## config.mk

```make
export PLATFORM = sky130hd
export DESIGN_NAME = x86_64_instruction_byte_encoder
export DESIGN_NICKNAME = d
export VERILOG_FILES = /design/src/rtl/core/xenc_pkg.sv /design/src/rtl/core/xenc_front.sv /design/src/rtl/core/xenc_fifo.sv /design/src/rtl/core/xenc_back.sv /design/src/rtl/core/x86_64_instruction_byte_encoder.sv
export SDC_FILE = /design/constraint.sdc
export NUM_CORES = 1
export LEC_CHECK = 0
export BUFFER_PORTS_ARGS = -buffer_cell sky130_fd_sc_hd__buf_2
export CORE_MARGIN = 2
export CORE_UTILIZATION = 28
export CTS_CLUSTER_SIZE = 24
export DETAILED_ROUTE_END_ITERATION = 8
export PLACE_DENSITY = 0.53
export SKIP_CTS_REPAIR_TIMING = 1
export SYNTH_ARGS = -nofsm -noshare
export SYNTH_HDL_FRONTEND = slang
export SYNTH_SLANG_ARGS = --single-unit
```

## constraint.sdc

```tcl
create_clock -name clk_i -period 7.5 [get_ports clk_i]
set_clock_uncertainty 0.1 [all_clocks]
set_input_delay 0.375 -clock clk_i [delete_from_list [all_inputs] [get_ports clk_i]]
set_output_delay 0.375 -clock clk_i [all_outputs]
set_load 0.02 [all_outputs]
```

## src/rtl/core/xenc_pkg.sv

```systemverilog
// Shared types and opcode constants for the x86-64 instruction byte encoder.
`default_nettype none

package xenc_pkg;

  // Longest instruction: REX.W + B8+r + imm64
  localparam int unsigned MaxBytes = 10;
  localparam int unsigned LenW     = 4;

  // Operation codes of the request
  typedef enum logic [4:0] {
    CMD_MOV_RR    = 5'd0,
    CMD_MOV_IMM64 = 5'd1,
    CMD_MOVSXD    = 5'd2,
    CMD_CMOVL     = 5'd3,
    CMD_CMOVG     = 5'd4,
    CMD_ADD_RR    = 5'd5,
    CMD_ADD_IMM   = 5'd6,
    CMD_SUB_RR    = 5'd7,
    CMD_SUB_IMM   = 5'd8,
    CMD_IMUL_RR   = 5'd9,
    CMD_IMUL_IMM  = 5'd10,
    CMD_IDIV      = 5'd11,
    CMD_NEG       = 5'd12,
    CMD_CQO       = 5'd13,
    CMD_CMP_RR    = 5'd14,
    CMD_CMP_IMM   = 5'd15,
    CMD_JE        = 5'd16,
    CMD_JNE       = 5'd17,
    CMD_JL        = 5'd18,
    CMD_JLE       = 5'd19,
    CMD_JG        = 5'd20,
    CMD_JGE       = 5'd21,
    CMD_JMP       = 5'd22,
    CMD_RET       = 5'd23,
    CMD_MOVSD_RR  = 5'd24,
    CMD_MULSD_RR  = 5'd25,
    CMD_MOVSD_RIP = 5'd26
  } cmd_e;

  // Fixed opcode bytes
  localparam logic [7:0] RexW      = 8'b0100_1000;
  localparam logic [7:0] RexBase   = 8'b0100_0000;
  localparam logic [7:0] OpMovRr   = 8'h89;
  localparam logic [7:0] OpMovImm  = 8'hB8;
  localparam logic [7:0] OpGrp1Imm = 8'h81;
  localparam logic [7:0] OpGrp3    = 8'hF7;
  localparam logic [7:0] OpEscape  = 8'h0F;
  localparam logic [7:0] PfxF2     = 8'hF2;
  localparam logic [7:0] OpJmp     = 8'hE9;
  localparam logic [7:0] OpRet     = 8'hC3;
  localparam logic [7:0] ModReg    = 8'b1100_0000;
  localparam logic [7:0] OpMovsxd  = 8'h63;
  localparam logic [7:0] OpCqo     = 8'h99;
  localparam logic [7:0] OpCmovl   = 8'h4C;
  localparam logic [7:0] OpCmovg   = 8'h4F;
  localparam logic [7:0] OpAddRr   = 8'h01;
  localparam logic [7:0] OpSubRr   = 8'h29;
  localparam logic [7:0] OpImulRr  = 8'hAF;
  localparam logic [7:0] OpImulImm = 8'h69;
  localparam logic [7:0] OpCmpRr   = 8'h39;
  localparam logic [7:0] OpJe      = 8'h84;
  localparam logic [7:0] OpJne     = 8'h85;
  localparam logic [7:0] OpJl      = 8'h8C;
  localparam logic [7:0] OpJle     = 8'h8E;
  localparam logic [7:0] OpJg      = 8'h8F;
  localparam logic [7:0] OpJge     = 8'h8D;
  localparam logic [7:0] OpMovsd   = 8'h10;
  localparam logic [7:0] OpMulsd   = 8'h59;

  // ModRM /digit extensions
  localparam logic [3:0] DigAdd  = 4'd0;
  localparam logic [3:0] DigNeg  = 4'd3;
  localparam logic [3:0] DigSub  = 4'd5;
  localparam logic [3:0] DigIdiv = 4'd7;
  localparam logic [3:0] DigCmp  = 4'd7;

  typedef struct packed {
    logic [4:0]         cmd;
    logic [3:0]         dst_reg;
    logic [3:0]         src_reg;
    logic signed [63:0] imm;
  } in_item_t;

  typedef struct packed {
    logic [7:0]  out_byte;
    logic [31:0] byte_offset;
    logic        last;
    logic        error;
  } out_item_t;

  typedef logic [MaxBytes-1:0][7:0] byte_vec_t;

  // One encoded instruction as it sits in the queue
  typedef struct packed {
    byte_vec_t       bytes;
    logic [LenW-1:0] len;
    logic            err;
  } instr_t;

endpackage

`default_nettype wire

```

## src/rtl/core/xenc_front.sv

```systemverilog
// Front end: classifies a request and assembles its machine bytes.
`default_nettype none

module xenc_front (
  input  xenc_pkg::in_item_t item_i,
  output xenc_pkg::instr_t   instr_o
);
  import xenc_pkg::*;

  typedef enum logic [3:0] {
    FMT_INT,
    FMT_IMM64,
    FMT_CQO,
    FMT_JCC,
    FMT_JMP,
    FMT_RET,
    FMT_SSE,
    FMT_RIP,
    FMT_ERR
  } fmt_e;

  fmt_e       fmt;
  logic [7:0] op;
  logic [7:0] op2;
  logic       two_op;
  logic       has_imm;
  logic [3:0] rm;
  logic [3:0] rg;
  logic [7:0] rex_int;
  logic [7:0] rex_sse;
  logic [7:0] modrm;
  logic [31:0] imm32;

  // Classify: pick format, opcode and operand roles
  always_comb begin
    fmt     = FMT_INT;
    op      = OpMovRr;
    op2     = OpMovRr;
    two_op  = 1'b0;
    has_imm = 1'b0;
    rm      = item_i.dst_reg;
    rg      = item_i.src_reg;
    unique case (cmd_e'(item_i.cmd))
      CMD_MOV_RR:    op = OpMovRr;
      CMD_MOV_IMM64: begin
        fmt = FMT_IMM64;
        op  = OpMovImm;
        rg  = 4'd0;
      end
      CMD_MOVSXD: begin
        op = OpMovsxd;
        rm = item_i.src_reg;
        rg = item_i.dst_reg;
      end
      CMD_CMOVL: begin
        op = OpEscape; op2 = OpCmovl; two_op = 1'b1;
        rm = item_i.src_reg; rg = item_i.dst_reg;
      end
      CMD_CMOVG: begin
        op = OpEscape; op2 = OpCmovg; two_op = 1'b1;
        rm = item_i.src_reg; rg = item_i.dst_reg;
      end
      CMD_ADD_RR: op = OpAddRr;
      CMD_ADD_IMM: begin
        op = OpGrp1Imm; rg = DigAdd; has_imm = 1'b1;
      end
      CMD_SUB_RR: op = OpSubRr;
      CMD_SUB_IMM: begin
        op = OpGrp1Imm; rg = DigSub; has_imm = 1'b1;
      end
      CMD_IMUL_RR: begin
        op = OpEscape; op2 = OpImulRr; two_op = 1'b1;
        rm = item_i.src_reg; rg = item_i.dst_reg;
      end
      CMD_IMUL_IMM: begin
        op = OpImulImm; has_imm = 1'b1;
        rm = item_i.src_reg; rg = item_i.dst_reg;
      end
      CMD_IDIV: begin
        op = OpGrp3; rg = DigIdiv;
      end
      CMD_NEG: begin
        op = OpGrp3; rg = DigNeg;
      end
      CMD_CQO:    fmt = FMT_CQO;
      CMD_CMP_RR: op = OpCmpRr;
      CMD_CMP_IMM: begin
        op = OpGrp1Imm; rg = DigCmp; has_imm = 1'b1;
      end
      CMD_JE: begin
        fmt = FMT_JCC; op = OpJe;
      end
      CMD_JNE: begin
        fmt = FMT_JCC; op = OpJne;
      end
      CMD_JL: begin
        fmt = FMT_JCC; op = OpJl;
      end
      CMD_JLE: begin
        fmt = FMT_JCC; op = OpJle;
      end
      CMD_JG: begin
        fmt = FMT_JCC; op = OpJg;
      end
      CMD_JGE: begin
        fmt = FMT_JCC; op = OpJge;
      end
      CMD_JMP: fmt = FMT_JMP;
      CMD_RET: fmt = FMT_RET;
      CMD_MOVSD_RR: begin
        fmt = FMT_SSE; op = OpMovsd;
        rm = item_i.src_reg; rg = item_i.dst_reg;
      end
      CMD_MULSD_RR: begin
        fmt = FMT_SSE; op = OpMulsd;
        rm = item_i.src_reg; rg = item_i.dst_reg;
      end
      CMD_MOVSD_RIP: begin
        rg  = item_i.dst_reg;
        fmt = item_i.dst_reg[3] ? FMT_ERR : FMT_RIP;
      end
      default: fmt = FMT_ERR;
    endcase
  end

  // Prefix and ModRM fields
  assign rex_int = RexW | {5'b0, rg[3], 1'b0, rm[3]};
  assign rex_sse = RexBase | {5'b0, rg[3], 1'b0, rm[3]};
  assign modrm   = ModReg | {2'b00, rg[2:0], rm[2:0]};
  assign imm32   = item_i.imm[31:0];

  // Assemble bytes, first byte at index 0
  always_comb begin
    instr_o = '0;
    unique case (fmt)
      FMT_INT: begin
        instr_o.bytes[0] = rex_int;
        instr_o.bytes[1] = op;
        if (two_op) begin
          instr_o.bytes[2] = op2;
          instr_o.bytes[3] = modrm;
          instr_o.len      = LenW'(4);
        end else if (has_imm) begin
          instr_o.bytes[2]   = modrm;
          instr_o.bytes[6:3] = imm32;
          instr_o.len        = LenW'(7);
        end else begin
          instr_o.bytes[2] = modrm;
          instr_o.len      = LenW'(3);
        end
      end
      FMT_IMM64: begin
        instr_o.bytes[0]   = rex_int;
        instr_o.bytes[1]   = op | {5'b0, rm[2:0]};
        instr_o.bytes[9:2] = item_i.imm;
        instr_o.len        = LenW'(10);
      end
      FMT_CQO: begin
        instr_o.bytes[0] = RexW;
        instr_o.bytes[1] = OpCqo;
        instr_o.len      = LenW'(2);
      end
      FMT_JCC: begin
        instr_o.bytes[0]   = OpEscape;
        instr_o.bytes[1]   = op;
        instr_o.bytes[5:2] = imm32;
        instr_o.len        = LenW'(6);
      end
      FMT_JMP: begin
        instr_o.bytes[0]   = OpJmp;
        instr_o.bytes[4:1] = imm32;
        instr_o.len        = LenW'(5);
      end
      FMT_RET: begin
        instr_o.bytes[0] = OpRet;
        instr_o.len      = LenW'(1);
      end
      FMT_SSE: begin
        instr_o.bytes[0] = PfxF2;
        if (rex_sse != RexBase) begin
          instr_o.bytes[1] = rex_sse;
          instr_o.bytes[2] = OpEscape;
          instr_o.bytes[3] = op;
          instr_o.bytes[4] = modrm;
          instr_o.len      = LenW'(5);
        end else begin
          instr_o.bytes[1] = OpEscape;
          instr_o.bytes[2] = op;
          instr_o.bytes[3] = modrm;
          instr_o.len      = LenW'(4);
        end
      end
      FMT_RIP: begin
        // mod 00, rm 101: rip-relative disp32
        instr_o.bytes[0]   = PfxF2;
        instr_o.bytes[1]   = OpEscape;
        instr_o.bytes[2]   = OpMovsd;
        instr_o.bytes[3]   = {2'b00, rg[2:0], 3'b101};
        instr_o.bytes[7:4] = imm32;
        instr_o.len        = LenW'(8);
      end
      default: begin
        // rejected request: one zero byte flagged as error
        instr_o.len = LenW'(1);
        instr_o.err = 1'b1;
      end
    endcase
  end

endmodule

`default_nettype wire

```

## src/rtl/core/xenc_fifo.sv

```systemverilog
// Short queue of encoded instructions between front and back end.
`default_nettype none

module xenc_fifo #(
  parameter int unsigned Depth = 2
) (
  input  logic             clk_i,
  input  logic             rst_ni,
  input  logic             push_i,
  input  xenc_pkg::instr_t push_data_i,
  output logic             full_o,
  input  logic             pop_i,
  output logic             head_valid_o,
  output xenc_pkg::instr_t head_o
);
  import xenc_pkg::*;

  localparam int unsigned PtrW = (Depth > 1) ? $clog2(Depth) : 1;
  localparam int unsigned CntW = $clog2(Depth + 1);
  localparam logic [PtrW-1:0] LastPtr = PtrW'(Depth - 1);
  localparam logic [CntW-1:0] FullCnt = CntW'(Depth);

  instr_t          mem_q [Depth];
  logic [PtrW-1:0] wr_ptr_q, wr_ptr_d;
  logic [PtrW-1:0] rd_ptr_q, rd_ptr_d;
  logic [CntW-1:0] cnt_q, cnt_d;
  logic            do_push;
  logic            do_pop;

  assign full_o       = (cnt_q == FullCnt);
  assign head_valid_o = (cnt_q != '0);
  assign head_o       = mem_q[rd_ptr_q];
  assign do_push      = push_i && !full_o;
  assign do_pop       = pop_i && head_valid_o;

  // Pointer and count update
  always_comb begin
    wr_ptr_d = wr_ptr_q;
    rd_ptr_d = rd_ptr_q;
    cnt_d    = cnt_q;
    if (do_push) begin
      wr_ptr_d = (wr_ptr_q == LastPtr) ? '0 : wr_ptr_q + PtrW'(1);
    end
    if (do_pop) begin
      rd_ptr_d = (rd_ptr_q == LastPtr) ? '0 : rd_ptr_q + PtrW'(1);
    end
    if (do_push && !do_pop) begin
      cnt_d = cnt_q + CntW'(1);
    end else if (!do_push && do_pop) begin
      cnt_d = cnt_q - CntW'(1);
    end
  end

  always_ff @(posedge clk_i or negedge rst_ni) begin
    if (!rst_ni) begin
      wr_ptr_q <= '0;
      rd_ptr_q <= '0;
      cnt_q    <= '0;
    end else begin
      wr_ptr_q <= wr_ptr_d;
      rd_ptr_q <= rd_ptr_d;
      cnt_q    <= cnt_d;
    end
  end

  // Entry storage
  always_ff @(posedge clk_i) begin
    if (do_push) begin
      mem_q[wr_ptr_q] <= push_data_i;
    end
  end

endmodule

`default_nettype wire

```

## src/rtl/core/xenc_back.sv

```systemverilog
// Back end: serializes queued instructions one byte per cycle with offsets, while the output is not stalled.
`default_nettype none

module xenc_back (
  input  logic                clk_i,
  input  logic                rst_ni,
  input  logic                head_valid_i,
  input  xenc_pkg::instr_t    head_i,
  output logic                pop_o,
  output logic                out_valid_o,
  input  logic                out_stall_i,
  output xenc_pkg::out_item_t out_item_o
);
  import xenc_pkg::*;

  logic [LenW-1:0] idx_q, idx_d;
  logic [31:0]     off_q, off_d;
  logic            out_valid_q, out_valid_d;
  out_item_t       out_q;
  logic            advance;
  logic            emit;
  logic            is_last;
  logic [LenW-1:0] last_idx;

  // Output register frees up when empty or taken this cycle
  assign advance  = !out_valid_q || !out_stall_i;
  assign emit     = advance && head_valid_i;
  assign last_idx = head_i.len - LenW'(1);
  assign is_last  = head_i.err || (idx_q == last_idx);
  assign pop_o    = emit && is_last;

  always_comb begin
    idx_d       = idx_q;
    off_d       = off_q;
    out_valid_d = out_valid_q;
    if (advance) begin
      out_valid_d = head_valid_i;
    end
    if (emit) begin
      idx_d = is_last ? '0 : idx_q + LenW'(1);
      // rejected requests do not move the offset
      if (!head_i.err) begin
        off_d = off_q + 32'd1;
      end
    end
  end

  always_ff @(posedge clk_i or negedge rst_ni) begin
    if (!rst_ni) begin
      idx_q       <= '0;
      off_q       <= '0;
      out_valid_q <= 1'b0;
    end else begin
      idx_q       <= idx_d;
      off_q       <= off_d;
      out_valid_q <= out_valid_d;
    end
  end

  // Result payload
  always_ff @(posedge clk_i) begin
    if (emit) begin
      out_q.out_byte    <= head_i.bytes[idx_q];
      out_q.byte_offset <= off_q;
      out_q.last        <= is_last;
      out_q.error       <= head_i.err;
    end
  end

  assign out_valid_o = out_valid_q;
  assign out_item_o  = out_q;

endmodule

`default_nettype wire

```

## src/rtl/core/x86_64_instruction_byte_encoder.sv

```systemverilog
// Each request is registered in the queue, and its bytes then pass through the output register.
// Throughput: one byte per cycle while the output is not stalled, set by the single-byte output
// register; an instruction of 1 to 10 bytes holds the serializer until its last byte is emitted.
// The queue of QueueDepth encoded instructions lets requests be taken while bytes drain.
// Reset: empties the queue, drops the output valid and sets the code offset to zero.
`default_nettype none

module x86_64_instruction_byte_encoder #(
  parameter int unsigned QueueDepth = 2
) (
  input  logic                clk_i,
  input  logic                rst_ni,
  input  logic                in_valid_i,
  output logic                in_stall_o,
  input  xenc_pkg::in_item_t  in_item_i,
  output logic                out_valid_o,
  input  logic                out_stall_i,
  output xenc_pkg::out_item_t out_item_o
);
  import xenc_pkg::*;

  instr_t front_instr;
  instr_t head;
  logic   queue_full;
  logic   head_valid;
  logic   pop;

  // Decode a request into its byte image
  xenc_front u_front (
    .item_i  (in_item_i),
    .instr_o (front_instr)
  );

  // Decoupling queue
  xenc_fifo #(
    .Depth (QueueDepth)
  ) u_fifo (
    .clk_i        (clk_i),
    .rst_ni       (rst_ni),
    .push_i       (in_valid_i),
    .push_data_i  (front_instr),
    .full_o       (queue_full),
    .pop_i        (pop),
    .head_valid_o (head_valid),
    .head_o       (head)
  );

  assign in_stall_o = queue_full;

  // Byte serializer
  xenc_back u_back (
    .clk_i        (clk_i),
    .rst_ni       (rst_ni),
    .head_valid_i (head_valid),
    .head_i       (head),
    .pop_o        (pop),
    .out_valid_o  (out_valid_o),
    .out_stall_i  (out_stall_i),
    .out_item_o   (out_item_o)
  );

endmodule

`default_nettype wire

```

## After elaboration in Yosys (flattened, before gate mapping)

Memory sizes are Yosys's and may differ from the RTL's.
Index checks and enable logic that the tools add are counted.

| storage, ports and cells | value |
|---|---|
| bits in registers | 83 |
| bits in latches | 0 |
| memory bits (writable) | 170 |
| memory bits (read-only) | 0 |
| bits of input ports | 81 |
| output and inout port bits | 44 |
| memories | 1 |

| cells by class | value |
|---|---|
| $add $sub $neg | 7 |
| multipliers | 0 |
| div/mod/pow operators | 0 |
| magnitude comparators | 1 |
| eq/ne operators | 35 |
| shifts and indexed selects | 0 |
| muxes and demuxes | 34 |
| bitwise logic cells | 2 |
| reductions and logical operators | 35 |

Memories:

| name | words | bits a word | read ports | clocked after memory_dff | write ports | line | RTL |
|---|---|---|---|---|---|---|---|
| u_fifo.mem_q | 2 | 85 | 1 | 0 | 1 | xenc_fifo.sv:23 | `instr_t mem_q [Depth];` |

Operators with widths:

| cell | count |
|---|---|
| $pmux 8 s17 | 1 |
| $pmux 24 s5 | 1 |
| $pmux 8 s6 | 2 |
| $pmux 8 s3 | 3 |
| $eq 5x5->1 const B | 11 |
| $mux 24 | 2 |
| $eq 5x4->1 const B | 8 |
| $add 32x1->32 const B | 1 |
| $bmux 8 s4 | 1 |
| $mux 16 | 2 |
| $mux 32 | 1 |
| $pmux 4 s8 | 1 |
| $pmux 4 s7 | 1 |
| $eq 5x3->1 const B | 4 |
| $pmux 4 s5 | 1 |
| $eq 4x3->1 const B | 4 |
| $mux 4 | 4 |
| $mux 8 | 2 |
| $pmux 8 s2 | 1 |
| $reduce_or 2->1 | 8 |
| $reduce_or 8->1 | 2 |
| $reduce_or 14->1 | 1 |
| $eq 5x2->1 const B | 2 |
| $eq 4x2->1 const B | 2 |
| 26 further kinds | 48 |

## Depth between registers and ports, before layout

An unclocked memory read counts as a cell.

| depth | value |
|---|---|
| word-level depth | 9 |
| gate-level depth with buffers | 13 |
| gate-level depth less buffers | 12 |

## By module

Synthesis repeated with hierarchy kept, for this count alone.

| unflattened totals | value |
|---|---|
| cell total of the unflattened synthesis | 897 |
| area, all modules | 12,568.3 µm² |

Modules (own cells, without submodules):

| module | times used | cells an instance | area each (µm²) | sequential area each (µm²) |
|---|---|---|---|---|
| xenc_fifo | 1 | 284 | 6,536.3 | 5,205.0 |
| xenc_back | 1 | 244 | 3,672.3 | 2,187.1 |
| xenc_front | 1 | 369 | 2,359.8 | 0.0 |

## Least setup slack after synthesis

OpenSTA, ideal clock, no wires.

| timing path | value |
|---|---|
| path kind | register to register |
| start point | register u_fifo.cnt_q[0] |
| end point | memory u_fifo.mem_q[0][0] (netlist bit) (enable) |
| library setup time | 0.529 ns |
| data arrival time | 4.212 ns |
| required time | 6.871 ns |
| slack | 2.659 ns |
| stages on the path, launching flop included | 4 |
| buffers on the path | 0 |
| clock period less this slack | 4.841 ns |
| cells stage by stage | dfrtp_1 -> nand2b_1 -> nand2_1 -> nor2_1 |

| between the ends | value |
|---|---|
| word-level cells in the longest chain between the ends | 5 |

RTL lines:

| what | line | RTL |
|---|---|---|
| from (decl) | xenc_fifo.sv:26 | `logic [CntW-1:0] cnt_q, cnt_d;` |
| from (signal assigned) | xenc_fifo.sv:62 | `cnt_q <= cnt_d;` |
| $eq 2x2->1 | xenc_fifo.sv:30 | `assign full_o = (cnt_q == FullCnt);` |
| $logic_not 1->1 | xenc_fifo.sv:33 | `assign do_push = push_i && !full_o;` |
| $logic_and 1x1->1 | xenc_fifo.sv:33 |  |
| $mux 1 | xenc_fifo.sv:68 | `if (do_push) begin` |
| $mux 1 (not written as such) | xenc_fifo.sv:69 | `mem_q[wr_ptr_q] <= push_data_i;` |
| to (decl) | xenc_fifo.sv:23 |  |

No other way between the ends.

## Final worst setup path

| timing path | value |
|---|---|
| start point | register u_fifo.rd_ptr_q |
| end point | register u_fifo.cnt_q[1] |

| between the ends | value |
|---|---|
| word-level cells in the longest chain between the ends | 9 |

RTL lines:

| what | line | RTL |
|---|---|---|
| from (decl) | xenc_fifo.sv:25 | `logic [PtrW-1:0] rd_ptr_q, rd_ptr_d;` |
| from (signal assigned) | xenc_fifo.sv:61 | `rd_ptr_q <= rd_ptr_d;` |
| $mem_v2 2x85 (*) | -- |  |
| $sub 4x1->4 | xenc_back.sv:28 | `assign last_idx = head_i.len - LenW'(1);` |
| $eq 4x4->1 | xenc_back.sv:29 | `assign is_last = head_i.err \|\| (idx_q == last_idx);` |
| $logic_or 1x1->1 (*) | xenc_back.sv:29 |  |
| via u_back.is_last | xenc_back.sv:22 | `logic is_last;` |
| $logic_and 1x1->1 (*) | xenc_back.sv:30 | `assign pop_o = emit && is_last;` |
| $logic_and 1x1->1 (*) | xenc_fifo.sv:34 | `assign do_pop = pop_i && head_valid_o;` |
| $logic_not 1->1 | xenc_fifo.sv:47 | `if (do_push && !do_pop) begin` |
| $logic_and 1x1->1 | xenc_fifo.sv:47 |  |
| $mux 2 or $reduce_bool 2->1 (tied branches) | -- |  |

Mark *: on every way through the listed nets, which the timed path passes. The rest lies on a longest branch.
A chain may end at the register's enable or synchronous reset.

==> flow_summary_export.csv <==
group,metric,value,unit
global_routing,grt_pass1_vias,7987,
final_layout,area.sequential,0.00739,mm²
final_layout,n_fill_cell,4088,
power_and_ir_drop,p_leak,0.00525,µW
global_routing,grt_use_total,14.1,%
logic_synthesis,ys_ff_latch,253,
final_layout,final_cell_mix,"edfxtp_1 (212), buf_2 (124), nand2_1 (90)",
setup_path,worstSetupPathType,"flip-flop to flip-flop",
floorplan,core_area,0.0419,mm²
placed_design,dpl_worst_slack,3.66,ns
global_routing,grt-ovfl-total,0,
final_layout,nets,1084,
detailed_routing,drt-total-wl,31500,µm
setup_path,r2r_setup_slack,3.76,ns
detailed_routing,drc,0,
setup_path,worstPathMaxFanout,31,
setup_path,end_kind,"flip-flop",
detailed_routing,final_antenna_net_count,0,
timing,tightestPinTransition,1.11,ns
timing,min_period_over_period,49.8,%
flow_run,cap_violations,0,
timing,setup_viol,0,
floorplan,die_w,210,µm
placed_design,hpwl,21100,µm
setup_path,crit-reg2reg-launch,"u_fifo.rd_ptr_q$_DFFE_PN0P_",
logic_synthesis,syn-cell-area,0.0119,mm²
clock_tree,clock_path_buffers,3,
detailed_routing,drt-wirelength-per-cell,20.2,µm
global_routing,antenna_found_initial,0,
run_status,outcome,"completed",
timing,fmax,0.268,GHz
timing,final.setup.worst_slack,3.76,ns
placed_design,port-buffer-count,124,
setup_path,crit_path_start_kind,"flip-flop",
floorplan,rows,75,
final_layout,layout_commonest_cell,"edfxtp_1",
floorplan,ios,125,
logic_synthesis,ys_top_cells_by_area,"edfxtp_1 (54%), dfrtp_1 (8.6%), mux4_2 (7.6%)",
hold_path,hp-start,"in_item_i[62]",
floorplan,chipHeight,210,µm
global_routing,grt_max_degree,80,
clock_tree,cts_made_buffers,28,
logic_synthesis,post_synth.cell_area_avg,13.4,µm²
logic_synthesis,yosys.cell_types.count,70,
clock_tree,cts_tree,"done",
final_layout,syn2layout_area_growth,17.4,%
timing,rsz0062_at_grt,"false",
hold_path,min_path_type,"input port to flip-flop",
logic_synthesis,synth_top_area_share,53.5,%
final_layout,drive_above_1_share,23.6,%
logic_synthesis,synth_edf_count,212,
final_layout,multi_input_area,0.00413,mm²
hold_path,holdPathStages,2,
setup_path,timing.rr.end,"u_fifo.cnt_q[1]$_DFFE_PN0P_",
floorplan,die_area,0.0441,mm²
floorplan,start_util,28.4,%
timing,finalMaxSlewViolations,0,
logic_synthesis,synthArstFlopShare,16.2,%
logic_synthesis,synthFlopType,"edfxtp_1",
logic_synthesis,synth_nets,974,
timing,hold_violations,0,
power_and_ir_drop,pwr_density_cell,347,mW/mm²
detailed_routing,via_count,8104,
clock_tree,clkTransAtPathRegs,0.06,ns
hold_path,min_to,"u_fifo.mem_q[1][83]$_DFFE_PP_",
clock_tree,clk_latency,0.56,ns
timing,period_needed,3.74,ns
clock_tree,root_buffer,"clkbuf_16",
final_layout,finalCoreUtilization,33.3,%
placed_design,place_congestion,0.899,
power_and_ir_drop,ir_drop,0.204,mV
timing,relSlewSlack,26.2,%
timing,setup_tns,0,ns
logic_synthesis,synth-seq-area-share,62.2,%
setup_path,arrival,4.11,ns
setup_path,required,7.87,ns
final_layout,antenna-diode-count,0,
detailed_routing,first_iter_violations,1001,
clock_tree,cts.sinks,253,
setup_path,reg2regPathDepth,12,
logic_synthesis,yosysWarnings,0,
detailed_routing,dr.pass1.iters,7,
detailed_routing,vias_per_cell,5.19,
logic_synthesis,syn_inst,889,
logic_synthesis,synth_top_area_cell,"edfxtp_1",
global_routing,grt_pass1_wl,48300,µm
clock_tree,cts_max_level,1,
[layer usage]
| layer | vias to the layer above | GRT usage (%) | routed length (µm) |
|---|---|---|---|
| li1 | 3675 | - | - |
| met1 | 4013 | 19.5 | 13800 |
| met2 | 361 | 22.7 | 14600 |
| met3 | 55 | 2.62 | 2290 |
| met4 | 0 | 3.99 | 778 |
| met5 | - | 0 | 0 |
[layout make-up]
type,count,share of cell area (%)
Tap cell,539,4.83
Sequential cell,253,53.0
Clock buffer,34,5.18
Inverter,32,0.869
Clock inverter,18,1.34
Timing Repair Buffer,138,5.22
Multi-Input combinational cell,546,29.6
[worst max-delay path, cell delays in order, from the launching register on]
cell and delay, ns:
dfrtp_2 0.78, buf_4 0.62, mux2_2 0.45, inv_1 0.09, ha_1 0.16, xnor2_1 0.07, xnor2_1 0.23, a21oi_1 0.11
a21oi_2 0.22, nand2_1 0.15, ha_1 0.37, nor2_1 0.14, xor2_1 0.15
[how the worst max path moves through the flow]
stage,start,to,cells past startpoint,slack (ns)
floorplan,u_fifo.cnt_q[0]$_DFFE_PN0P_,u_fifo.mem_q[0][0]$_DFFE_PP_,3,2.66
global placement,u_fifo.rd_ptr_q$_DFFE_PN0P_,u_fifo.cnt_q[1]$_DFFE_PN0P_,13,3.76
detailed placement,u_fifo.rd_ptr_q$_DFFE_PN0P_,u_fifo.cnt_q[1]$_DFFE_PN0P_,13,3.66
CTS,u_fifo.rd_ptr_q$_DFFE_PN0P_,u_fifo.cnt_q[1]$_DFFE_PN0P_,12,3.66
global route,u_fifo.rd_ptr_q$_DFFE_PN0P_,u_fifo.cnt_q[1]$_DFFE_PN0P_,12,3.40
finish,u_fifo.rd_ptr_q$_DFFE_PN0P_,u_fifo.cnt_q[1]$_DFFE_PN0P_,12,3.76
[sequential cells by signal (all words and copies together), names as in the netlist]
name                cells
u_fifo.mem_q          170
u_back.out_item_o      42
u_back.off_q           32
u_back.idx_q            4
u_fifo.cnt_q            2
u_back.out_valid_o      1
u_fifo.rd_ptr_q         1
u_fifo.wr_ptr_q         1
[kinds of logic (layout without fill, tap and decap cells)]
| logic type | after synthesis | in the layout | synth area share [%] |
|---|---|---|---|
| adder cells (fa/ha/maj) | 4 | 4 | 0.421 |
| AO/OA/AOI/OAI | 206 | 206 | 12.2 |
| AND/OR/NAND/NOR | 237 | 237 | 9.72 |
| XOR/XNOR | 41 | 41 | 3.02 |
| flip-flops | 253 | 253 | 62.2 |
| multiplexers | 58 | 58 | 9.22 |
| buffers and inverters | 90 | 222 | 3.25 |
[through the flow]
step | instance area [µm²] | cells | hold WS [ns] | power, µW
2_1_floorplan | 11900 | 889 | -0.0206 | 3090
3_3_place_gp | 13000 | 1507 | 0.365 | 3540
3_5_place_dp | 13000 | 1507 | 0.371 | 3550
4_1_cts | 13900 | 1559 | -0.192 | 4920
5_1_grt | 14000 | 1560 | 0.0249 | 5100
6_report | 14000 | 1560 | 0.0281 | 4840
[Yosys cell counts, drive strengths merged (10+ instances only)]
cell type  count
xnor2         32
o211ai        13
a21oi         51
a22o          10
inv           30
mux4          40
o21ai         45
and2          17
mux2i         16
edfxtp       212
nand3         22
buf           37
nor2          47
nor3          10
dfrtp         41
clkbuf        21
a222oi        24
and3          15
nand2         90
nor2b         11
a221o         11
[power breakdown]
group / switching, µW / internal (µW) / total (µW)
logic: 842 / 528 / 1370
clock network: 564 / 795 / 1360
registers: 150 / 1960 / 2110
Power figures use the tool's default switching activity.
